===== src/rtl/core/qsc_ram.sv =====
// Generic single-write, single-read RAM with a registered read port.
// No dependencies; holds the stored quadrilaterals.
module qsc_ram #(
   parameter int WIDTH = 8,
   parameter int DEPTH = 16,
   localparam int AW = (DEPTH > 1) ? $clog2(DEPTH) : 1
) (
   input  logic             clock,
   input  logic             wr_en,
   input  logic [AW-1:0]    wr_addr,
   input  logic [WIDTH-1:0] wr_data,
   input  logic [AW-1:0]    rd_addr,
   output logic [WIDTH-1:0] rd_data
);

   logic [WIDTH-1:0] mem_ff [DEPTH];
   logic [WIDTH-1:0] rd_data_ff;

   // Write port and registered read port.
   always_ff @(posedge clock) begin
      if (wr_en) begin
         mem_ff[wr_addr] <= wr_data;
      end
      rd_data_ff <= mem_ff[rd_addr];
   end

   assign rd_data = rd_data_ff;

endmodule


===== config.mk =====
export PLATFORM = sky130hd
export DESIGN_NAME = qsc_ram
export DESIGN_NICKNAME = d
export VERILOG_FILES = /design/src/rtl/core/qsc_ram.sv
export SDC_FILE = /design/constraint.sdc
export NUM_CORES = 1
export LEC_CHECK = 0
export BUFFER_PORTS_ARGS = -buffer_cell sky130_fd_sc_hd__buf_2
export CAP_MARGIN = 20
export CORE_ASPECT_RATIO = 0.6
export CORE_MARGIN = 3
export CORE_UTILIZATION = 30
export CTS_CLUSTER_SIZE = 12
export DETAILED_ROUTE_END_ITERATION = 16
export PLACE_DENSITY_LB_ADDON = 0.2
export REMOVE_ABC_BUFFERS = 1
export SYNTH_ARGS = -nofsm -noshare
export SYNTH_HDL_FRONTEND = slang
export SYNTH_SLANG_ARGS = --single-unit
export TNS_END_PERCENT = 1

===== constraint.sdc =====
create_clock -name clock -period 2.3 [get_ports clock]
set_input_delay 0.46 -clock clock [delete_from_list [all_inputs] [get_ports clock]]
set_output_delay 0.46 -clock clock [all_outputs]
set_load 0.05 [all_outputs]

# Word level (Yosys, flattened, before mapping)
# Memories as Yosys holds them, arrays and structs flattened. A register that Yosys moved wholly into a read port is not among the register bits.
# Cells that the tools add are included.
totals:
  ff_bits: 0
  ramBits: 128
  inputBits: 18
  out_inout_bits: 8
  wordCells: 3
  n_memories: 1
mem_list:
  columns: ["name", "depth", "word_bits", "rd", "rd_clocked_by_memory_dff", "write_ports", "line", "text"]
  rows:
  - ["mem_ff", 16, 8, 1, 1, 1, "16", "logic [WIDTH-1:0] mem_ff [DEPTH];"]
op_classes:
  mux: 2
op_table:
  columns: ["operator", "n"]
  rows:
  - ["1-bit 2-to-1 mux", 2]

# Depth between registers and ports, before layout
# Gate-level depths: netlist (run 1).
logic_depth:
  word_depth: 2
  mapped_depth: 5
  ltp_nobuf: 3

# Least setup slack after synthesis (run 1)
# No wires, ideal clock.
synth_path:
  path_kind: "input-to-reg"
  from: "input port wr_addr[2]"
  to: "memory mem_ff[0][0], enable pin"
  setup_ns: 0.383
  t_arrival_ns: 1.570
  required_ns: 1.917
  setup_slack_ns: 0.347
  cell_stages: 2
  n_path_buf: 0
  path_cell_list: "or3b_2 -> nor3_1"
synth_rtl:
  columns: ["item", "line", "text"]
  rows:
  - ["from (decl)", "10", "input logic [AW-1:0] wr_addr,"]
  - ["to (decl)", "16", null]
# Straight into the memory's write port.

==> key figures, run 1 <==
Worst setup path
  • Highest-delay cell along the critical path: mux4_1
  • CP endpoint kind: flip-flop
  • Worst-path maximum fanout: 17
  • Worst r2r path cells: 3
  • CP Class: input pin to flip-flop
  • Crit path launch: rd_addr[0]
  • Required @ worst endpoint: about 2600 ps
  • Slowest Stage Delay on Critical Path: a little over 600 ps
  • Startpoint type of the worst setup path: input pin
  • Critical-path cell list: buf_2 -> buf_12 -> mux4_1 -> a22oi_1 -> nand2_1
  • RR Startpoint: mem_ff[9][1]$_DFFE_PP_
  • WP data arrival: about 1800 ps

Floorplan
  • Die Height: 107 um
  • Core area: between 15,000 and 20,000 um2
  • Row count: 36
  • IO Pins: 26
  • Initial Util: 0.311
  • Die area: 18,800 um2
  • DIE WIDTH: between 150 and 200 um

Placement
  • Placed Cells: 498
  • RD Place Congestion: about 0.74
  • Dpl ws: about 370 ps
  • Port Buffers: 25
  • HPWL Detailed: approximately 7400 um

STA
  • Final Hold Vio Count: 0
  • Tightest Pin Transition: 476 ps
  • Final Cycle Share: 0.650
  • Min Clock Period, post-route: around 1500 ps
  • Final setup fails: 0
  • TNS Setup: 0 ps
  • Clk_skew: roughly 6.5 ps
  • Rel. slew slack: 0.682
  • FMAX: roughly 670 MHz
  • Final slew viol count: 0
  • RSZ-0062 raised after global routing: no
  • Worst Slack Setup Final: between 800 and 900 ps
  • Hold slack final: between 400 and 500 ps

Layout
  • Layout cells sized above 1: 0.334
  • Area delta synth->final: 21.8%
  • Diode count: 0
  • Nets: just over 300
  • Layout Cells excl Fill: 530

Logic synthesis
  • Sequential-to-total area share from yosys stat: 0.778
  • Netlist cell types: 19
  • Cells after Synth: ~230
  • Synthesis warning total: 0
  • Yosys reg bits: 136
  • Cell area after synthesis: 5150 um2
  • Syn avg cell area: 22.5 um2

Flow run
  • Max Cap Violations: 0

Detailed routing
  • Iter 0 DRT Violations: between 200 and 300
  • Wire length per cell: between 20 and 25 um
  • WL met2: 4700 um
  • Final WL: between 10,000 and 15,000 um
  • Drt pass-1 iters: 4
  • Via count: about 2,500
  • Uppermost layer routed: met4
  • Met3 WL: roughly 530 um
  • Post-route ant nets: 0
  • Vias/cell: 4.76
  • Routed metal-1 wire length: around 5900 um
  • DRC: 0

Outcome
  • Status: finished, final reports clean

Clock network
  • Number of instances resized during post-cts repair: 0
  • Clock root buffer: clkbuf_16
  • # hold bufs at CTS: 0
  • CTS buffer count: 17
  • # Post-CTS Setup Buffers: 0
  • # clock sinks: 136
  • CTS tree: done
  • Clock latency on the worst-skew pair: around 400 ps
  • Clk buf depth: 2
  • Clock transition at path regs: about 60 ps
  • H-tree levels: 4

Min path
  • Worst hold-check path type: input pin to flip-flop
  • Min-delay src: wr_data[5]
  • Hold depth: 1

GRT
  • Pin count of the biggest net entering global routing: 33
  • Tot GR Track Use: 0.124
  • Vias in the first global route: approximately 2,600
  • Initial antenna violation count: 0
  • First-pass GRT wire length: 16,600 um
  • GRT Residual Overflow: 0

Pwr
  • P_leak: around 2.1 nW
  • Design Power: 5.72 mW
  • Peak supply drop: around 0.00049 V
  • Power Density: around 910 nW/um2
## cell usage in the layout (no fill, tap or decap), types with 3 or more instances in the layout
| cell type | count |
|---|---|
| clkbuf_16 | 17 |
| clkbuf_8 | 4 |
| edfxtp_1 | 128 |
| clkinv_2 | 3 |
| nor3_1 | 4 |
| buf_2 | 25 |
| mux4_1 | 14 |
| nor2_1 | 13 |
| a22oi_1 | 16 |
| buf_4 | 24 |
| nand2_1 | 9 |
| mux4_2 | 18 |
| dfxtp_1 | 8 |
| clkinvlp_4 | 3 |
## kinds of logic (layout without fill, tap and decap cells)
logic type | after synthesis | count (layout) | synth area share
buffers and inverters | 10 | 83 | 0.0168
AOI/OAI and AO/OA | 16 | 16 | 0.0233
and+or+nand+nor | 35 | 35 | 0.0318
DFF | 136 | 136 | 0.778
muxes | 32 | 32 | 0.150
## power breakdown
| part | total, mW | internal (mW) | switching [mW] |
|---|---|---|---|
| sequential | 2.79 | 2.77 | 0.0161 |
| combinational | 0.321 | 0.116 | 0.206 |
| clock | 2.61 | 1.60 | 1.01 |
| total | 5.72 | 4.49 | 1.23 |
## worst max-delay path, delay by kind of cell
family,cells,cell delay (ps)
AND/OR/NAND/NOR,1,80
AO/OA/AOI/OAI,1,270
buffers and inverters,2,320
multiplexers,1,620
## cell usage after synthesis (all sizes together)
master / instances / share of area
nor3: 4 / 0.0039
and2b: 1 / 0.0015
dfxtp: 8 / 0.031
buf: 7 / 0.011
and2: 1 / 0.0012
nand2b: 2 / 0.0024
nand2: 9 / 0.0066
nand3b: 2 / 0.0029
nand3: 1 / 0.00097
mux4: 32 / 0.15
or3b: 1 / 0.0017
edfxtp: 128 / 0.75
nor2: 13 / 0.0095
clkdlybuf4s25: 3 / 0.0058
a22oi: 16 / 0.023
nor2b: 1 / 0.0012
## layout make-up
class / instances / area, um2
Multi-Input combinational cell: 83 / 1060
Fill cell: 1524 / 10300
Timing Repair Buffer: 51 / 345
Clock buffer: 22 / 484
Sequential cell: 136 / 4000
Clock inverter: 10 / 93.8
Tap cell: 228 / 285
## flip-flops by register name, indices dropped and copies added (netlist names)
signal / flops
mem_ff: 128
rd_data: 8
## routing by layer
metal  track usage  up-vias
met4        0.0324        0
met2         0.167       59
li1              -     1097
met1         0.195     1365
met3        0.0338        4
met5             0        -
## per-stage QoR
step                      area [um2]  utilization
final                           6270        0.379
after global placement          5690        0.344
after detailed placement        5690        0.344
after global routing            6270        0.379
after floorplan                 5060            -
after CTS                       6270        0.379
## worst paths after layout
check,endpoint,slack [ps]
setup reg to reg,rd_data[1]$_DFF_P_,900
setup / recovery,rd_data[1]$_DFF_P_,800
hold reg to reg,rd_data[6]$_DFF_P_,670
hold / removal,mem_ff[8][5]$_DFFE_PP_,430
Power figures use the tool's default switching activity.
==> run 2, diff against run 1 <==
Clock period 2.3 ns to 1.5 ns, I/O delays scaled along.
==> run 2 against run 1 <==
  * Die area unchanged
  * Non-clock buffer count increased by 2
  * Clock skew about the same
  * Clock power increased by 56%
  * Core utilization increased by 0.30 points
  * Flip-flop and latch count unchanged
  * Combinational power increased by 55%
  * Wire length decreased by 11%
  * Final cell count increased by 0.38%
  * Setup slack got worse by 680 ps
  * Global-route usage decreased by 0.98 points
  * Hold slack got worse by 150 ps
==> key figures, run 2 (same netlist as run 1, synthesis figures left out) <==
Outcome
  • Status: finished, final reports clean (unchanged)

Worst setup path
  • WP data arrival: 1650 ps (was 1780 ps)
  • CP endpoint kind: flip-flop (unchanged)
  • Startpoint type of the worst setup path: flip-flop (was input pin)
  • CP Class: flip-flop to flip-flop (was input pin to flip-flop)
  • Required @ worst endpoint: 1770 ps (was 2580 ps)
  • Worst-path maximum fanout: 1 (was 17)

Pwr
  • Int Power: 7.03 mW (was 4.49 mW)
  • Seq pwr share: 0.484 (was 0.488)
  • Design Power: 8.83 mW (was 5.72 mW)
  • Clock power share: 0.460 (was 0.456)
  • Gate power share: 0.056 (about the same)
  • Switching share of power: 0.204 (was 0.215)
  • Power Density: 1400 nW/um2 (was 912 nW/um2)
  • Peak supply drop: 0.000599 V (was 0.000495 V)
  • P_leak: 2.14 nW (was 2.12 nW)
  • Switching power: 1.80 mW (was 1.23 mW)

Clock network
  • H-tree levels: 4 (unchanged)
  • # hold bufs at CTS: 0 (unchanged)
  • CTS buffer count: 17 (unchanged)
  • Clock transition at path regs: 50 ps (was 60 ps)
  • # clock sinks: 136 (unchanged)
  • Number of instances resized during post-cts repair: 0 (unchanged)
  • Clock latency on the worst-skew pair: 400 ps (was 410 ps)
  • CTS tree: done (unchanged)
  • Clock root buffer: clkbuf_16 (unchanged)
  • Clk buf depth: 2 (unchanged)
  • # Post-CTS Setup Buffers: 0 (unchanged)

Floorplan
  • IO Pins: 26 (unchanged)
  • Initial Util: 0.311 (unchanged)
  • Die area: 18,800 um2 (unchanged)
  • Row count: 36 (unchanged)
  • Core area: 16,500 um2 (unchanged)
  • Die Height: 107 um (unchanged)
  • DIE WIDTH: 175 um (unchanged)

Detailed routing
  • Drt pass-1 iters: 5 (was 4)
  • Vias/cell: 4.50 (was 4.76)
  • Wire length per cell: 18.7 um (was 21.1 um)
  • DRC: 0 (unchanged)
  • Final WL: 9960 um (was 11,200 um)
  • Iter 0 DRT Violations: 175 (was 266)
  • Via count: 2,393 (was 2,525)
  • Post-route ant nets: 0 (unchanged)

STA
  • Tightest Pin Transition: 821 ps (was 476 ps)
  • FMAX: approximately 730 MHz
  • RSZ-0062 raised after global routing: no (unchanged)
  • Clk_skew: 6.91 ps (was 6.49 ps)
  • Final slew viol count: 0 (unchanged)
  • Rel. slew slack: 0.451 (was 0.682)
  • Final Cycle Share: 0.917
  • TNS Setup: 0 ps (unchanged)
  • Final setup fails: 0 (unchanged)
  • Min Clock Period, post-route: roughly 1400 ps
  • Final Hold Vio Count: 0 (unchanged)

GRT
  • Initial antenna violation count: 0 (unchanged)
  • GRT Residual Overflow: 0 (unchanged)
  • Tot GR Track Use: 0.114 (was 0.124)
  • GR Layer Usage met1: 0.181 (was 0.195)
  • Vias in the first global route: 2,475 (was 2,568)
  • M3 GR Usage: 0.0292 (was 0.0338)
  • Gr busiest metal: met1 (unchanged)
  • Pin count of the biggest net entering global routing: 22 (was 33)
  • First-pass GRT wire length: 15,400 um (was 16,600 um)
  • Met2 GRT Util: 0.149 (was 0.167)

Layout
  • Area delta synth->final: 22.8% (was 21.8%)
  • Final instance area: 6320 um2 (was 6270 um2)
  • Largest Register: mem_ff (unchanged)
  • Fillers: 1,498 (was 1,524)
  • Commonest non-fill, non-tap cell in the layout: edfxtp_1 (unchanged)
  • Max reg flops: 128 (unchanged)
  • Fin util: 0.382 (was 0.379)
  • Layout cells sized above 1: 0.329 (was 0.334)
  • Layout Cells excl Fill: 532 (was 530)
  • Nets: 309 (was 307)
  • Diode count: 0 (unchanged)
  • Most frequent cells in the layout: 128 x edfxtp_1, 25 x buf_2, 24 x buf_4 (unchanged)

Min path
  • Worst hold-check path type: input pin to flip-flop (unchanged)

Placement
  • Placed Cells: 500 (was 498)
  • RD Place Congestion: 0.743 (was 0.738)
  • HPWL Detailed: 6940 um (was 7350 um)
  • Port Buffers: 25 (unchanged)
  • Placed inst area: 5730 um2 (was 5690 um2)

Flow run
  • Max Cap Violations: 0 (unchanged)
run 2: metal layers:
layer	vias up	routed length, um
met1	1234	5040
met3	2	804
met4	0	17
met5	-	0
li1	1099	-
met2	58	4100
run 2: area by class of cell:
class	instances	area, um2	area share
Clock buffer	18	429	0.0679
Clock inverter	14	158	0.0250
Multi-Input combinational cell	83	1060	0.167
Sequential cell	136	4000	0.634
Tap cell	228	285	0.0451
Timing Repair Buffer	53	385	0.0610
run 2: power groups by stage:
stage	clock [mW]	sequential [mW]	combinational (mW)
final	4.06	4.27	0.497
after global routing	4.34	4.28	0.537
after detailed placement	0	4.35	0.508
after CTS	4.14	4.27	0.509
after floorplan	0	4.43	0.170
after global placement	0	4.35	0.506
run 2: worst max-delay path, cell delays in order, from the launching register on:
cell      delay [ps]
edfxtp_1         370
mux4_1           530
a22oi_1          270
nand2_1           80
run 2: metrics by stage:
step,setup WS [ps],hold WS [ps]
floorplan,-293,399
global placement,-285,658
detailed placement,-278,668
CTS,116,266
global route,90.3,278
finish,124,283
run 2: path summary, 6_finish.rpt:
check,start,to,slack [ps],cells after the start
max,mem_ff[10][1]$_DFFE_PP_,rd_data[1]$_DFF_P_,120,3
min,wr_data[5],mem_ff[14][5]$_DFFE_PP_,280,1
max reg2reg,mem_ff[10][1]$_DFFE_PP_,rd_data[1]$_DFF_P_,120,3
min reg2reg,mem_ff[4][0]$_DFFE_PP_,rd_data[0]$_DFF_P_,670,3
