[src/rtl/core/qsc_pkg.sv]
// Shared types, codes and field layout of the quadrilateral stack block.
// No dependencies; imported by every module of the block except qsc_ram.
package qsc_pkg;

   // Default parameter values.
   localparam int DEF_STACK_DEPTH = 64;
   localparam int DEF_COORD_BITS  = 12;

   // Channel widths.
   localparam int REQ_DATA_W = 136;
   localparam int RSP_DATA_W = 112;
   localparam int CSR_DATA_W = 13;
   localparam int IN_COORD_W = 16;
   localparam int INDEX_W    = 6;
   localparam int COUNT_W    = 7;
   localparam int CENTRE_W   = 12;
   localparam int CROSS_W    = 40;

   // Bit positions in the request data.
   localparam int OFS_INDEX = 128;
   localparam int OFS_PAIR  = 134;

   typedef enum logic [1:0] {
      MODE_PUSH  = 2'd0,
      MODE_POP   = 2'd1,
      MODE_CLEAR = 2'd2,
      MODE_QUERY = 2'd3
   } mode_type;

   typedef enum logic [1:0] {
      STATUS_OK    = 2'd0,
      STATUS_FULL  = 2'd1,
      STATUS_EMPTY = 2'd2
   } status_type;

   // Line pair selectors that swap P3 with another corner.
   localparam logic [1:0] PAIR_SWAP_P1 = 2'd1;
   localparam logic [1:0] PAIR_SWAP_P2 = 2'd2;

   // Configuration register indexes.
   localparam logic REG_FRAME_WIDTH  = 1'b0;
   localparam logic REG_FRAME_HEIGHT = 1'b1;

   typedef enum logic [2:0] {
      ST_IDLE,
      ST_LOAD,
      ST_MUL,
      ST_DIV,
      ST_OUT
   } state_type;

   // Product steps of the crossing computation.
   localparam logic [2:0] STEP_AD   = 3'd0;
   localparam logic [2:0] STEP_CB   = 3'd1;
   localparam logic [2:0] STEP_DE   = 3'd2;
   localparam logic [2:0] STEP_CF   = 3'd3;
   localparam logic [2:0] STEP_NUMA = 3'd4;
   localparam logic [2:0] STEP_NUMB = 3'd5;

endpackage

[src/rtl/core/qsc_div.sv]
// Bit-serial restoring divider, signed, quotient truncated toward zero.
// Uses qsc_pkg for house conventions only; one quotient bit per cycle.
module qsc_div #(
   parameter int NUM_W = 40,
   parameter int DEN_W = 27
) (
   input  logic                    clock,
   input  logic                    reset,
   input  logic                    start,
   input  logic signed [NUM_W-1:0] dividend,
   input  logic signed [DEN_W-1:0] divisor,
   output logic                    busy,
   output logic                    done,
   output logic signed [NUM_W:0]   quotient
);
   import qsc_pkg::*;

   localparam int CTW = $clog2(NUM_W);

   logic              busy_ff, busy_in;
   logic              done_ff, done_in;
   logic [CTW-1:0]    cnt_ff, cnt_in;
   logic [DEN_W-1:0]  rem_ff, rem_in;
   logic [NUM_W-1:0]  quo_ff, quo_in;
   logic [DEN_W-1:0]  dmag_ff, dmag_in;
   logic              neg_ff, neg_in;
   logic [NUM_W:0]    res_ff, res_in;
   logic [DEN_W:0]    trial;
   logic              fits;
   logic [DEN_W:0]    diff;
   logic [NUM_W-1:0]  quo_step;

   // Bring down the next dividend bit and try a subtraction.
   assign trial    = {rem_ff, quo_ff[NUM_W-1]};
   assign diff     = trial - {1'b0, dmag_ff};
   assign fits     = trial >= {1'b0, dmag_ff};
   assign quo_step = {quo_ff[NUM_W-2:0], fits};

   always_comb begin
      busy_in = busy_ff;
      done_in = 1'b0;
      cnt_in  = cnt_ff;
      rem_in  = rem_ff;
      quo_in  = quo_ff;
      dmag_in = dmag_ff;
      neg_in  = neg_ff;
      res_in  = res_ff;
      if (busy_ff) begin
         rem_in = fits ? diff[DEN_W-1:0] : trial[DEN_W-1:0];
         quo_in = quo_step;
         cnt_in = cnt_ff + 1'b1;
         if (cnt_ff == CTW'(NUM_W - 1)) begin
            busy_in = 1'b0;
            done_in = 1'b1;
            res_in  = neg_ff ? (~{1'b0, quo_step} + 1'b1) : {1'b0, quo_step};
         end
      end else if (start) begin
         busy_in = 1'b1;
         cnt_in  = '0;
         rem_in  = '0;
         quo_in  = dividend[NUM_W-1] ? (~dividend + 1'b1) : dividend;
         dmag_in = divisor[DEN_W-1] ? (~divisor + 1'b1) : divisor;
         neg_in  = dividend[NUM_W-1] ^ divisor[DEN_W-1];
      end
   end

   always_ff @(posedge clock) begin
      if (reset) begin
         busy_ff <= 1'b0;
         done_ff <= 1'b0;
      end else begin
         busy_ff <= busy_in;
         done_ff <= done_in;
      end
      cnt_ff  <= cnt_in;
      rem_ff  <= rem_in;
      quo_ff  <= quo_in;
      dmag_ff <= dmag_in;
      neg_ff  <= neg_in;
      res_ff  <= res_in;
   end

   assign busy     = busy_ff;
   assign done     = done_ff;
   assign quotient = res_ff;

endmodule

[config.mk]
export PLATFORM = sky130hd
export DESIGN_NAME = qsc_div
export DESIGN_NICKNAME = d
export VERILOG_FILES = /design/src/rtl/core/qsc_pkg.sv /design/src/rtl/core/qsc_div.sv
export SDC_FILE = /design/constraint.sdc
export NUM_CORES = 1
export LEC_CHECK = 0
export BUFFER_PORTS_ARGS = -buffer_cell sky130_fd_sc_hd__buf_2
export CORE_ASPECT_RATIO = 1.25
export CORE_MARGIN = 10
export CORE_UTILIZATION = 53
export DETAILED_ROUTE_END_ITERATION = 8
export GPL_ROUTABILITY_DRIVEN = 0
export PLACE_DENSITY = 0.77
export SLEW_MARGIN = 20
export SYNTH_ARGS = -nofsm -noshare
export SYNTH_HDL_FRONTEND = slang
export SYNTH_SLANG_ARGS = --single-unit
[constraint.sdc]
create_clock -name clock -period 4.35 [get_ports clock]
set_input_delay 0.87 -clock clock [delete_from_list [all_inputs] [get_ports clock]]
set_output_delay 0.87 -clock clock [all_outputs]
set_load 0.1 [all_outputs]
; Yosys cells after proc, flatten, opt, wreduce, memory -nomap -nowiden
; Index checks and enable logic that the tools add are counted.
[op_classes]
order_cmp = 1
n_addsub = 5
n_eq_ne = 1
n_reduce_logical = 4
bitwise_logic = 5
mux = 14
[op_table]
columns = op, n
row1 = 40-bit two-way mux, 4
row2 = 27-bit two-way mux, 3
row3 = "41-bit by 1-bit adder with 41-bit output, second input constant", 1
row4 = 40-bit NOT with 41-bit output, 1
row5 = "40-bit by 1-bit adder with 40-bit output, second input constant", 1
row6 = 40-bit NOT, 1
row7 = 28-bit by 27-bit >= comparator with 1-bit output, 1
row8 = "27-bit by 1-bit adder with 27-bit output, second input constant", 1
row9 = 27-bit NOT, 1
row10 = 27-bit subtractor, 1
row11 = 26-bit two-way mux, 1
row12 = 6-bit two-way mux, 2
row13 = "6-bit by 1-bit adder with 6-bit output, second input constant", 1
row14 = "6-bit == test, second input constant", 1
row15 = 1-bit two-way mux, 4
row16 = 2-bit AND reduction, 2
row17 = 2-bit nonzero test, 1
row18 = 2-bit OR reduction, 1
row19 = 1-bit NOT, 1
row20 = 1-bit XOR, 1
[totals]
regBits = 144
in_bits = 70
out_inout_bits = 43
elab_cells = 40

; Longest topological paths before layout
[depth]
word_depth = 5
ltp_mapped = 18
depth_no_buf = 17

; Worst setup path before layout
; OpenSTA, ideal clock, no wires.
[synth_timing]
path_kind = register to register
startpoint = register busy_ff, in the netlist busy
endpoint = register res_ff[0], in the netlist quotient[0] (enable)
path_stages_with_launch = 4
setup_time_ps = 493
path_slack_ps = -437
required_time_ps = 3857
arrival_ps = 4295
synth_period_minus_slack_ps = 4787
path_buffers = 1
cell_sequence = dfxtp_1 > clkbuf_1 > nand4_1 > nor3_1
[synth_between]
elab_chain_len = 1
[synth_lines]
columns = element, line_no
row1 = from (decl), qsc_div.sv:20  ; logic busy_ff, busy_in;
row2 = from (signal assigned), qsc_div.sv:72  ; busy_ff <= busy_in;
row3 = 2-bit AND reduction (no line), n/a
row4 = to (signal assigned), qsc_div.sv:80  ; res_ff <= res_in;
row5 = to (decl), qsc_div.sv:27  ; logic [NUM_W:0] res_ff, res_in;
; Every way passes these cells.
; A chain may end at the register's enable or synchronous reset.

; Worst setup path in the final report
[layout_timing]
startpoint = register quo_ff[39]
endpoint = register res_ff[38], in the netlist quotient[38] (data pin)
[layout_between]
elab_chain_len = 4
[layout_lines]
columns = element, line_no
row1 = from (decl), qsc_div.sv:24  ; logic [NUM_W-1:0] quo_ff, quo_in;
row2 = from (signal assigned), qsc_div.sv:77  ; quo_ff <= quo_in;
row3 = 28-bit by 27-bit >= comparator with 1-bit output, qsc_div.sv:36  ; assign fits = trial >= {1'b0, dmag_ff};
row4 = 40-bit NOT with 41-bit output, qsc_div.sv:55  ; res_in = neg_ff ? (~{1'b0, quo_step} + 1'b1) : {1'b0, quo_step};
row5 = 41-bit by 1-bit adder with 41-bit output, qsc_div.sv:55
row6 = 40-bit two-way mux, qsc_div.sv:55
; Every way passes these cells.

==> flow_summary.rst <==
.. list-table::
   :header-rows: 1

   * - Metric
     - Value
   * - Synthesized area per cell
     - 10.14 sq um
   * - DRC violation count after routing
     - 0
   * - Post-detailed-route wirelength per cell
     - 16.67 um
   * - Setup_tns
     - 0 ps
   * - Final-layout worst hold slack
     - 579.5 ps
   * - Effective utilization at floorplan
     - 54.29%
   * - Main synth FF type
     - edfxtp_1
   * - Number of fill cells in the layout
     - 1310
   * - Number of synthesis warnings
     - 0
   * - Clock skew after layout
     - 10.74 ps
   * - Synth-to-layout area growth
     - 16.34%
   * - # nets final
     - 1085
   * - Reported leakage power
     - 3.927 nW
   * - Maximum vdd ir drop
     - 0.2862 mV
   * - Fmax
     - 250.9 MHz
   * - Share of post-route cells with drive strength above 1
     - 17.27%
   * - Number of violations of the max-capacitance limit
     - 0
   * - CTS tree
     - yes
   * - Boundary pin count
     - 113
   * - DIE AREA
     - 22330 sq um
   * - Pin count of the biggest net entering global routing
     - 56
   * - Number of buffers between clock root and the deepest sink
     - 2
   * - CTS sink cnt
     - 144
   * - Result of the run
     - finished clean
   * - Hpwl dp
     - 14940 um
   * - Number of H-tree levels
     - 4
   * - First-pass GRT wire length
     - 32570 um
   * - EDFF count, synth
     - 142
   * - Leading cell type in the layout, fill and taps excluded
     - edfxtp_1
   * - Period Utilization, post-route
     - 91.64%
   * - Synthesized instance count
     - 874
   * - Total setup violations reported at the end of the flow
     - 0
   * - Floorplan die height
     - 164.6 um
   * - Latest clock arrival within the worst-skew pair
     - 440 ps
   * - Minimum setup slack after placement
     - 388.5 ps
   * - Post-layout min period
     - 3986 ps
   * - Post-route cell area
     - 10310 sq um
   * - P per Cell Area
     - 430.8 nW/um^2
   * - Area occupied by multi-input gates
     - 4299 sq um
   * - Horizontal die dimension
     - 135.7 um
   * - Core footprint
     - 16330 sq um
   * - Remaining global-route overflow
     - 0
   * - Number of placement rows
     - 52
   * - Root Buffer Master
     - clkbuf_16
   * - Type of the tightest min-delay check
     - reg -> reg
   * - Number of cells in the finished layout apart from fillers
     - 1215
   * - Post-synthesis net count
     - 976
   * - Critical path arrival
     - 4160 ps
   * - CP Class
     - reg -> reg
   * - # hold bufs at CTS
     - 0
   * - Critical path capture point type
     - flop
   * - Async set-or-reset flop fraction in the synthesized netlist
     - 0%
   * - GRT Overall Usage
     - 18.23%
   * - Worst slew slack as a fraction of its limit
     - 40.82%
   * - Data required time of the critical path
     - 4530 ps
   * - Antenna violations before repair
     - 5
   * - Wire length reported by the detailed router
     - 20250 um
   * - Unrepaired setup endpoints after global routing
     - false
   * - Cell count after placement
     - 1180
   * - Vias per Instance
     - 5.702
   * - Clock transition at the register clock pins on the worst setup and hold paths after CTS
     - 60 ps
   * - Highest net fanout along the worst path
     - 4
   * - Post-CTS setup-driven buffer insertion count
     - 0
   * - Placed Instance Area
     - 9666 sq um
   * - Yosys cell types
     - 57
   * - 1st-pass router iterations
     - 6
   * - Synthesized flop and latch total
     - 144
   * - TritonCTS buffer count
     - 17
   * - CTS-repair resized insts
     - 0
   * - Fraction of the yosys area taken by sequential cells
     - 48.55%
   * - Final Worst Setup Slack
     - 363.7 ps
   * - Initial DRC count
     - 489
   * - Total via count after detailed routing
     - 6928
   * - Area of all sequential standard cells
     - 4305 sq um
   * - Pins over their slew limit
     - 0
   * - Most frequent cells in the layout
     - edfxtp_1 (142), buf_2 (112), nand2_1 (102)
   * - Via count of the first global-routing pass
     - 6936
   * - Type of origin of the critical path
     - flop
   * - Hold Vio Cnt, Final
     - 0
   * - Netlist Area Pre-Place
     - 8866 sq um
   * - Detail Route Antenna Nets
     - 0
   * - Slew at the pin with the worst max-slew slack
     - 887.7 ps
   * - Number of buffers inserted by port buffering
     - 112
==> through the flow <==
| step | util [%] | power [mW] |
|---|---|---|
| 3_3_place_gp | 59.19 | 2.821 |
| 2_1_floorplan | - | 2.586 |
| 6_report | 63.16 | 4.444 |
| 4_1_cts | 63.10 | 4.445 |
| 5_1_grt | 63.13 | 4.658 |
| 3_5_place_dp | 59.19 | 2.848 |
==> registers in the layout (all words and copies together), names as in the netlist <==
signal    count
busy          1
done          1
rem_ff       27
quo_ff       40
neg_ff        1
quotient     41
dmag_ff      27
cnt_ff        6
==> cell usage after synthesis (all sizes together) (7+ instances only) <==
cell,instances,area (sq um)
a21o,8,60.06
xor2,42,367.9
o31ai,31,232.7
and2,7,43.79
clkbuf,25,93.84
nand3,17,85.08
a21oi,42,210.2
or3,14,97.59
o41ai,15,131.4
or2,7,43.79
edfxtp,142,4264
xnor2,80,700.7
nand2,102,382.9
nor4,11,68.82
ha,31,387.9
or4,14,112.6
nand4,10,62.56
nor3,12,65.06
buf,7,27.52
nand2b,10,62.56
o21ai,81,405.4
nor2,56,210.2
inv,42,157.7
==> power breakdown <==
group	switching, mW	internal [mW]	total, mW
registers	0.112	1.71	1.82
clock network	0.585	1.02	1.60
logic	0.599	0.417	1.02
total	1.30	3.15	4.44
==> critical path: stages, from the launching register on <==
cell and delay, ps:
edfxtp_1 470, inv_1 90, ha_1 170, fa_1 200
nand2b_1 130, a211oi_1 90, o31a_1 330, o31ai_1 290
nand3_1 150, inv_2 80, ha_1 200, nand3_1 150
nor2_2 180, nand3_1 110, or3_1 410, or2_2 330
o31ai_1 240, xnor2_1 100
==> per-layer routing <==
metal  share of wire, %  up-vias  track usage, %  wire [um]
li1                   -     3437               -          -
met1                 41     3225           19.99       8226
met2                 49      216           32.48       9996
met3                7.4       44           4.529       1495
met5               0.20        -               0         40
met4                2.4        6           8.137        492
==> final timing paths <==
kind,start,end,slack [ps],depth (start not counted)
setup / recovery,quo_ff[39]$_DFFE_PP_,quotient[38]$_DFFE_PP_,360,17
hold / removal,cnt_ff[4]$_SDFFCE_PN0P_,done$_SDFF_PP0_,580,1
setup reg to reg,quo_ff[39]$_DFFE_PP_,quotient[38]$_DFFE_PP_,360,17
hold reg to reg,cnt_ff[4]$_SDFFCE_PN0P_,done$_SDFF_PP0_,580,1
==> logic make-up (layout without fill, tap and decap cells) <==
group	Yosys count	in the layout	synth area share [%]
buffers and inverters	74	196	3.147
other	0	3	0
adder cells (fa/ha/maj)	32	32	4.601
AND/OR/NAND/NOR	276	276	15.24
XOR/XNOR	122	122	12.05
flip-flops	144	144	48.55
AO/OA/AOI/OAI	219	219	15.61
multiplexers	7	7	0.8044
==> final cells by class <==
cell class,count,area share (%)
clock inverter,13,2.001
inverter,42,1.528
multi-input combinational,656,41.68
antenna,3,0.07278
tap,216,2.620
clock buffer,19,4.197
sequential,144,41.74
timing repair buffer,122,6.162
(Power assumes the default switching activity.)
