===== src/rtl/core/qsc_pkg.sv =====
// Shared types, codes and field layout of the quadrilateral stack block.
// No dependencies; imported by every module of the block except qsc_ram.
package qsc_pkg;

   // Default parameter values.
   localparam int DEF_STACK_DEPTH = 64;
   localparam int DEF_COORD_BITS  = 12;

   // Channel widths.
   localparam int REQ_DATA_W = 136;
   localparam int RSP_DATA_W = 112;
   localparam int CSR_DATA_W = 13;
   localparam int IN_COORD_W = 16;
   localparam int INDEX_W    = 6;
   localparam int COUNT_W    = 7;
   localparam int CENTRE_W   = 12;
   localparam int CROSS_W    = 40;

   // Bit positions in the request data.
   localparam int OFS_INDEX = 128;
   localparam int OFS_PAIR  = 134;

   typedef enum logic [1:0] {
      MODE_PUSH  = 2'd0,
      MODE_POP   = 2'd1,
      MODE_CLEAR = 2'd2,
      MODE_QUERY = 2'd3
   } mode_type;

   typedef enum logic [1:0] {
      STATUS_OK    = 2'd0,
      STATUS_FULL  = 2'd1,
      STATUS_EMPTY = 2'd2
   } status_type;

   // Line pair selectors that swap P3 with another corner.
   localparam logic [1:0] PAIR_SWAP_P1 = 2'd1;
   localparam logic [1:0] PAIR_SWAP_P2 = 2'd2;

   // Configuration register indexes.
   localparam logic REG_FRAME_WIDTH  = 1'b0;
   localparam logic REG_FRAME_HEIGHT = 1'b1;

   typedef enum logic [2:0] {
      ST_IDLE,
      ST_LOAD,
      ST_MUL,
      ST_DIV,
      ST_OUT
   } state_type;

   // Product steps of the crossing computation.
   localparam logic [2:0] STEP_AD   = 3'd0;
   localparam logic [2:0] STEP_CB   = 3'd1;
   localparam logic [2:0] STEP_DE   = 3'd2;
   localparam logic [2:0] STEP_CF   = 3'd3;
   localparam logic [2:0] STEP_NUMA = 3'd4;
   localparam logic [2:0] STEP_NUMB = 3'd5;

endpackage


===== src/rtl/core/qsc_mul.sv =====
// Bit-serial signed multiplier: one multiplier bit is consumed per cycle.
// Uses qsc_pkg for house conventions only.
module qsc_mul #(
   parameter int A_W = 27,
   parameter int B_W = 13
) (
   input  logic                  clock,
   input  logic                  reset,
   input  logic                  start,
   input  logic signed [A_W-1:0] op_a,
   input  logic signed [B_W-1:0] op_b,
   output logic                  busy,
   output logic                  done,
   output logic signed [A_W+B_W-1:0] product
);
   import qsc_pkg::*;

   localparam int PW  = A_W + B_W;
   localparam int CTW = (B_W > 1) ? $clog2(B_W) : 1;

   logic            busy_ff, busy_in;
   logic            done_ff, done_in;
   logic [CTW-1:0]  cnt_ff, cnt_in;
   logic [PW-1:0]   acc_ff, acc_in;
   logic [A_W-1:0]  mcand_ff, mcand_in;
   logic            neg_ff, neg_in;
   logic [PW-1:0]   prod_ff, prod_in;
   logic [A_W-1:0]  a_mag;
   logic [B_W-1:0]  b_mag;
   logic [A_W:0]    upper;
   logic [PW-1:0]   acc_step;

   // Magnitudes of the operands; the sign is applied at the end.
   assign a_mag = op_a[A_W-1] ? (~op_a + 1'b1) : op_a;
   assign b_mag = op_b[B_W-1] ? (~op_b + 1'b1) : op_b;

   // One shift-and-add step on the low multiplier bit.
   assign upper    = {1'b0, acc_ff[PW-1:B_W]} + (acc_ff[0] ? {1'b0, mcand_ff} : '0);
   assign acc_step = {upper, acc_ff[B_W-1:1]};

   always_comb begin
      busy_in  = busy_ff;
      done_in  = 1'b0;
      cnt_in   = cnt_ff;
      acc_in   = acc_ff;
      mcand_in = mcand_ff;
      neg_in   = neg_ff;
      prod_in  = prod_ff;
      if (busy_ff) begin
         acc_in = acc_step;
         cnt_in = cnt_ff + 1'b1;
         if (cnt_ff == CTW'(B_W - 1)) begin
            busy_in = 1'b0;
            done_in = 1'b1;
            prod_in = neg_ff ? (~acc_step + 1'b1) : acc_step;
         end
      end else if (start) begin
         busy_in  = 1'b1;
         cnt_in   = '0;
         acc_in   = {{A_W{1'b0}}, b_mag};
         mcand_in = a_mag;
         neg_in   = op_a[A_W-1] ^ op_b[B_W-1];
      end
   end

   always_ff @(posedge clock) begin
      if (reset) begin
         busy_ff <= 1'b0;
         done_ff <= 1'b0;
      end else begin
         busy_ff <= busy_in;
         done_ff <= done_in;
      end
      cnt_ff   <= cnt_in;
      acc_ff   <= acc_in;
      mcand_ff <= mcand_in;
      neg_ff   <= neg_in;
      prod_ff  <= prod_in;
   end

   assign busy    = busy_ff;
   assign done    = done_ff;
   assign product = prod_ff;

endmodule


===== config.mk =====
export PLATFORM = sky130hd
export DESIGN_NAME = qsc_mul
export DESIGN_NICKNAME = d
export VERILOG_FILES = /design/src/rtl/core/qsc_pkg.sv /design/src/rtl/core/qsc_mul.sv
export SDC_FILE = /design/constraint.sdc
export NUM_CORES = 1
export LEC_CHECK = 0
export BUFFER_PORTS_ARGS = -buffer_cell sky130_fd_sc_hd__buf_4
export CAP_MARGIN = 20
export CORE_MARGIN = 2
export CORE_UTILIZATION = 55
export CTS_CLUSTER_DIAMETER = 80
export CTS_CLUSTER_SIZE = 10
export DETAILED_ROUTE_END_ITERATION = 10
export PLACE_DENSITY = 0.81
export SLEW_MARGIN = 20
export SYNTH_ARGS = -nofsm -noshare
export SYNTH_HDL_FRONTEND = slang
export SYNTH_SLANG_ARGS = --single-unit

===== constraint.sdc =====
create_clock -name clock -period 9.21 [get_ports clock]
set_input_delay 0.921 -clock clock [delete_from_list [all_inputs] [get_ports clock]]
set_output_delay 0.921 -clock clock [all_outputs]
set_load 0.01 [all_outputs]

=== After elaboration in Yosys (flattened, before gate mapping) ===
Index checks and enable logic that the tools add are counted.

* Bits in registers: 114
* Logic and storage cells: 35

* Add/sub/neg operators: 5
* Eq/ne operators: 1
* Multiplexer cells: 12
* Bitwise logic cells: 5
* Reduce and logical (&&, ||, !) cells: 4

{| class="wikitable"
|+ Operators with widths
! cell !! count
|-
| $mux 40 || 3
|-
| $add 40x1->40 const B || 1
|-
| $not 40->40 || 1
|-
| $add 27x27->28 || 1
|-
| $add 27x1->27 const B || 1
|-
| $mux 27 || 1
|-
| $not 27->27 || 1
|-
| $mux 26 || 1
|-
| $add 13x1->13 const B || 1
|-
| $mux 13 || 1
|-
| $not 13->13 || 1
|-
| $mux 4 || 2
|-
| $add 4x1->4 const B || 1
|-
| $eq 4x4->1 const B || 1
|-
| $mux 1 || 4
|-
| $reduce_and 2->1 || 2
|-
| $reduce_bool 2->1 || 1
|-
| $reduce_or 2->1 || 1
|-
| $not 1->1 || 1
|-
| $xor 1x1->1 || 1
|}

=== Depth between registers and ports, before layout ===
* Word-level depth: 5
* Depth in mapped cells: 14
* Gate-level depth less buffers: 13

=== Worst setup path after synthesis ===
No wires, ideal clock.

* Kind: reg-to-reg
* From: register acc_ff[0]
* To: register prod_ff[38], in the netlist product[38] (data pin)
* Setup time: 270 ps
* Arrival time: 3,546 ps
* Required time: 8,940 ps
* Path slack: 5,395 ps
* Stages on the path, launching flop included: 15
* Cell sequence: edfxtp_1 -> clkbuf_1 -> and2_1 -> ha_1 -> inv_1 -> fa_1 -> nand2b_1 -> a21oi_1 -> o31ai_1 -> o21a_1 -> o211ai_1 -> nand4b_2 -> or4_4 -> o41ai_2 -> xor2_1

* Longest elaborated chain between the ends: 5

{| class="wikitable"
|+ Ends and longest elaborated chain
! item !! RTL line !! source
|-
| start, declared || qsc_mul.sv:24 || <nowiki>logic [PW-1:0] acc_ff, acc_in;</nowiki>
|-
| start signal, assigned || qsc_mul.sv:75 || <nowiki>acc_ff <= acc_in;</nowiki>
|-
| $mux 27 (*) || qsc_mul.sv:38 || <nowiki>assign upper = {1'b0, acc_ff[PW-1:B_W]} + (acc_ff[0] ? {1'b0, mcand_ff} : '0);</nowiki>
|-
| $add 27x27->28 (*) || qsc_mul.sv:38 ||
|-
| $not 40->40 || qsc_mul.sv:55 || <nowiki>prod_in = neg_ff ? (~acc_step + 1'b1) : acc_step;</nowiki>
|-
| $add 40x1->40 || qsc_mul.sv:55 ||
|-
| $mux 40 (*) || qsc_mul.sv:55 ||
|-
| end signal, assigned || qsc_mul.sv:78 || <nowiki>prod_ff <= prod_in;</nowiki>
|-
| end, declared || qsc_mul.sv:27 || <nowiki>logic [PW-1:0] prod_ff, prod_in;</nowiki>
|}

Mark *: on every way between the ends. The rest lies on a longest branch, timed or not.
A chain may end at the register's enable or synchronous reset.

=== Final worst setup path ===
* From: register acc_ff[0]
* To: register prod_ff[36], in the netlist product[36] (data pin)

Same word-level chain as after synthesis.

==> Implementation_results.wiki <==
{| class="wikitable"
! Metric !! Value
|-
| Vias per cell || approximately 5.8
|-
| Total negative slack || 0 ns
|-
| Synthesized net count || roughly 790
|-
| Hold EP || product[0]
|-
| Pleak || 3.352 nW
|-
| Average wire per cell in the routed design || between 15 and 20 um
|-
| Number of DRC violations after detailed routing || 0
|-
| HPWL after DPL || 12130 um
|-
| CTS sink cnt || roughly 110
|-
| Worst Skew || between 0.007 and 0.008 ns
|-
| Final cycle utilization of the critical path || about 50%
|-
| Worst Path Required || roughly 9.4 ns
|-
| Number of pins exceeding their max-slew limit in the final report || 0
|-
| Largest net degree at the start of global routing || 46
|-
| Transition time at the pin with the least slew margin || 0.9010 ns
|-
| End of the worst register-to-register path || product[36]
|-
| Worst setup EP type || flip-flop
|-
| Global-route wire length before repair || ~27000 um
|-
| CTS root buf || clkbuf_16
|-
| Synthesized area divided by synthesized cell count || 10.36 um^2
|-
| Via count of the first global-routing pass || around 5400
|-
| Worst min path class || flip-flop to flip-flop
|-
| Clk Latency, worst-skew pair || roughly 0.41 ns
|-
| Port Buffers || 84
|-
| Final number of setup-violating endpoints || 0
|-
| Number of buffers added to fix hold violations after cts || 0
|-
| Level count of the clock H-tree || 4
|-
| Synth top area share || a little under half
|-
| Antenna violations before repair || 0
|-
| Clk slew on worst S/H paths || about 0.060 ns
|-
| DIE HEIGHT || approximately 120 um
|-
| Max rail drop VDD || between 0.1 and 0.15 mV
|-
| Sequential cell area fraction in the yosys report || between 40% and 50%
|-
| Highest clock rate || ~210 MHz
|-
| Count of pins on the block boundary || 85
|-
| Proportion of synthesized flip-flops having asynchronous set or reset || 0%
|-
| Resized cells post-CTS || 0
|-
| Core box area || ~0.013 mm^2
|-
| Area of the die || 0.01438 mm^2
|-
| Total detailed-routing wirelength || approximately 17000 um
|-
| # diodes || 0
|-
| Effective utilization at floorplan || roughly 56%
|-
| Filler cells || 1006
|-
| Cell types occupying the most area after synthesis || edfxtp_1 46%, xnor2_1 7.5%, ha_1 5.4%
|-
| Prevailing post-synth register cell || edfxtp_1
|-
| Number of instances in the synthesized netlist || between 700 and 800
|-
| Bufs on Longest Clock Path || 2
|-
| Die span in x || between 100 and 150 um
|-
| Net total in the final layout || 870
|-
| Vias || roughly 5700
|-
| Total global routing track utilization || a little under a quarter
|-
| Minimum period implied by the final worst setup slack || approximately 4.7 ns
|-
| Number of design-rule violations left by the first detailed-router iteration || 582
|-
| Overall Power || about 1.8 mW
|-
| Final Util || about two thirds
|-
| Number of placement rows || 42
|-
| Run status || complete, no violations
|-
| RSZ-0062 raised after global routing || false
|-
| Critical R2R Launch || acc_ff[0]
|-
| Top cell type by total area after synthesis || edfxtp_1
|-
| Setup crit start kind || flip-flop
|-
| Count of cells along the worst register-to-register path || 12
|-
| Total CTS buffers || 17
|-
| Fin. Hold Viols || 0
|-
| Number of setup buffers added after CTS || 0
|-
| Critical Setup Path Class || flip-flop to flip-flop
|-
| Warnings from Yosys || 0
|-
| Worst hold path depth || 0
|-
| Number of antenna-violating nets in the routed design || 0
|-
| Clock tree from TritonCTS || yes
|-
| Count of different cell masters after synthesis || 71
|-
| Fraction of layout cells with a size suffix above 1 || 19.08%
|-
| Data arrival time of the worst path || about 4.8 ns
|-
| Worst max-slew margin expressed relative to the limit || 39.93%
|-
| Hold Path Origin || acc_ff[1]
|-
| Register bit total from synthesis || around 110
|-
| Post-synth EDFFs || ~110
|-
| Layout overhead on the synthesized area || 18.36%
|-
| Drt first pass iters || 5
|-
| Count of maximum capacitance violations || 0
|-
| Placed cell area || roughly 0.0081 mm^2
|-
| Design area || 0.008745 mm^2
|-
| Worst-path fanout max || 27
|-
| Minimum setup slack among reg-to-reg paths || approximately 4.5 ns
|-
| GR Overflow Total || 0
|-
| Power density normalized to cell area || 202.7 mW/mm^2
|-
| Netlist area before placement || 0.007388 mm^2
|-
| Weighted congestion reported at the end of routability-driven placement || approximately 0.88
|}
[metrics by stage]
stage	worst slack [ns]	hold slack, ns	std cells
after detailed placement	4.694	0.5843	950
after CTS	4.579	0.5891	982
after floorplan	5.395	0.4957	713
final	4.528	0.5877	983
after global routing	4.227	0.6096	983
after global placement	4.943	0.5762	950
[flip-flops by register name, indices dropped and copies added (netlist names)]
name      cells
acc_ff       40
product      40
mcand_ff     27
cnt_ff        4
busy          1
done          1
neg_ff        1
[layout make-up]
type,instances,area [um^2],share of cell area [%]
Clock buffer,17,425.4,4.865
Multi-Input combinational cell,553,3764,43.04
Tap cell,176,220.2,2.518
Clock inverter,15,185.2,2.118
Timing Repair Buffer,89,675.6,7.726
Sequential cell,114,3403,38.92
Inverter,19,71.32,0.8156
[per-layer routing]
metal  global-route usage, %  vias to the layer above  wire (um)
met4                   8.015                        0        235
met3                   3.042                       18       1143
met2                   36.12                      210       7286
li1                        -                     2813          -
met5                       0                        -          0
met1                   35.11                     2698       7876
[cell families after synthesis]
group / share of synthesized area, %
xor gates and xnor gates: 10.67
and+or+nand+nor: 18.51
AOI/OAI and AO/OA: 15.61
DFF: 46.06
buffers and inverters: 3.048
muxes: 0.4065
adders and majority gates: 5.690
[synth_stat cells, drive strengths merged, types with 5 or more instances]
cell,instances
edfxtp,112
nand2,68
xnor2,63
o21ai,60
and2,46
nor2,41
ha,32
xor2,27
a21oi,25
o31ai,22
clkbuf,20
inv,19
or3,16
a21o,12
nand3,12
nor3,12
o41ai,10
nor4,8
o21a,8
or4,8
buf,7
nand2b,7
nand4,7
a211oi,6
and4,6
o211ai,6
and3,5
[power breakdown]
part	total (mW)	internal, mW	switching, mW
clock network	0.674	0.428	0.246
logic	0.437	0.173	0.264
registers	0.662	0.636	0.0256
total	1.77	1.24	0.536
[how the worst max path moves through the flow]
stage	from	end	cells after the start
after global placement	acc_ff[0]	product[38]	11
after CTS	acc_ff[0]	product[36]	12
after global routing	acc_ff[0]	product[36]	13
after detailed placement	acc_ff[0]	product[36]	12
final	acc_ff[0]	product[36]	12
after floorplan	acc_ff[0]	product[38]	14
[worst max-delay path, cell delays in order, from the launching register on]
cell and delay, ns:
edfxtp_1 0.74, and2_1 0.24, ha_1 0.19, inv_1 0.07, fa_1 0.56, nand2_1 0.08
or2_2 0.32, nor4_1 0.57, nand3_1 0.25, or4_1 0.65, nand3b_1 0.29, o21ai_0 0.33
xnor2_1 0.11
[placed cells by master (no fill, tap or decap), drive strengths merged, types with 7 or more instances in the layout]
master	netlist	final
edfxtp	112	112
buf	7	89
nand2	68	68
xnor2	63	63
o21ai	60	60
and2	46	46
nor2	41	41
ha	32	32
xor2	27	27
a21oi	25	25
o31ai	22	22
inv	19	21
clkbuf	20	17
or3	16	16
nor3	12	12
nand3	12	12
a21o	12	12
o41ai	10	10
o21a	8	8
nor4	8	8
or4	8	8
clkinv	0	8
nand4	7	7
nand2b	7	7
No activity file was read; power rests on OpenSTA's default activity.
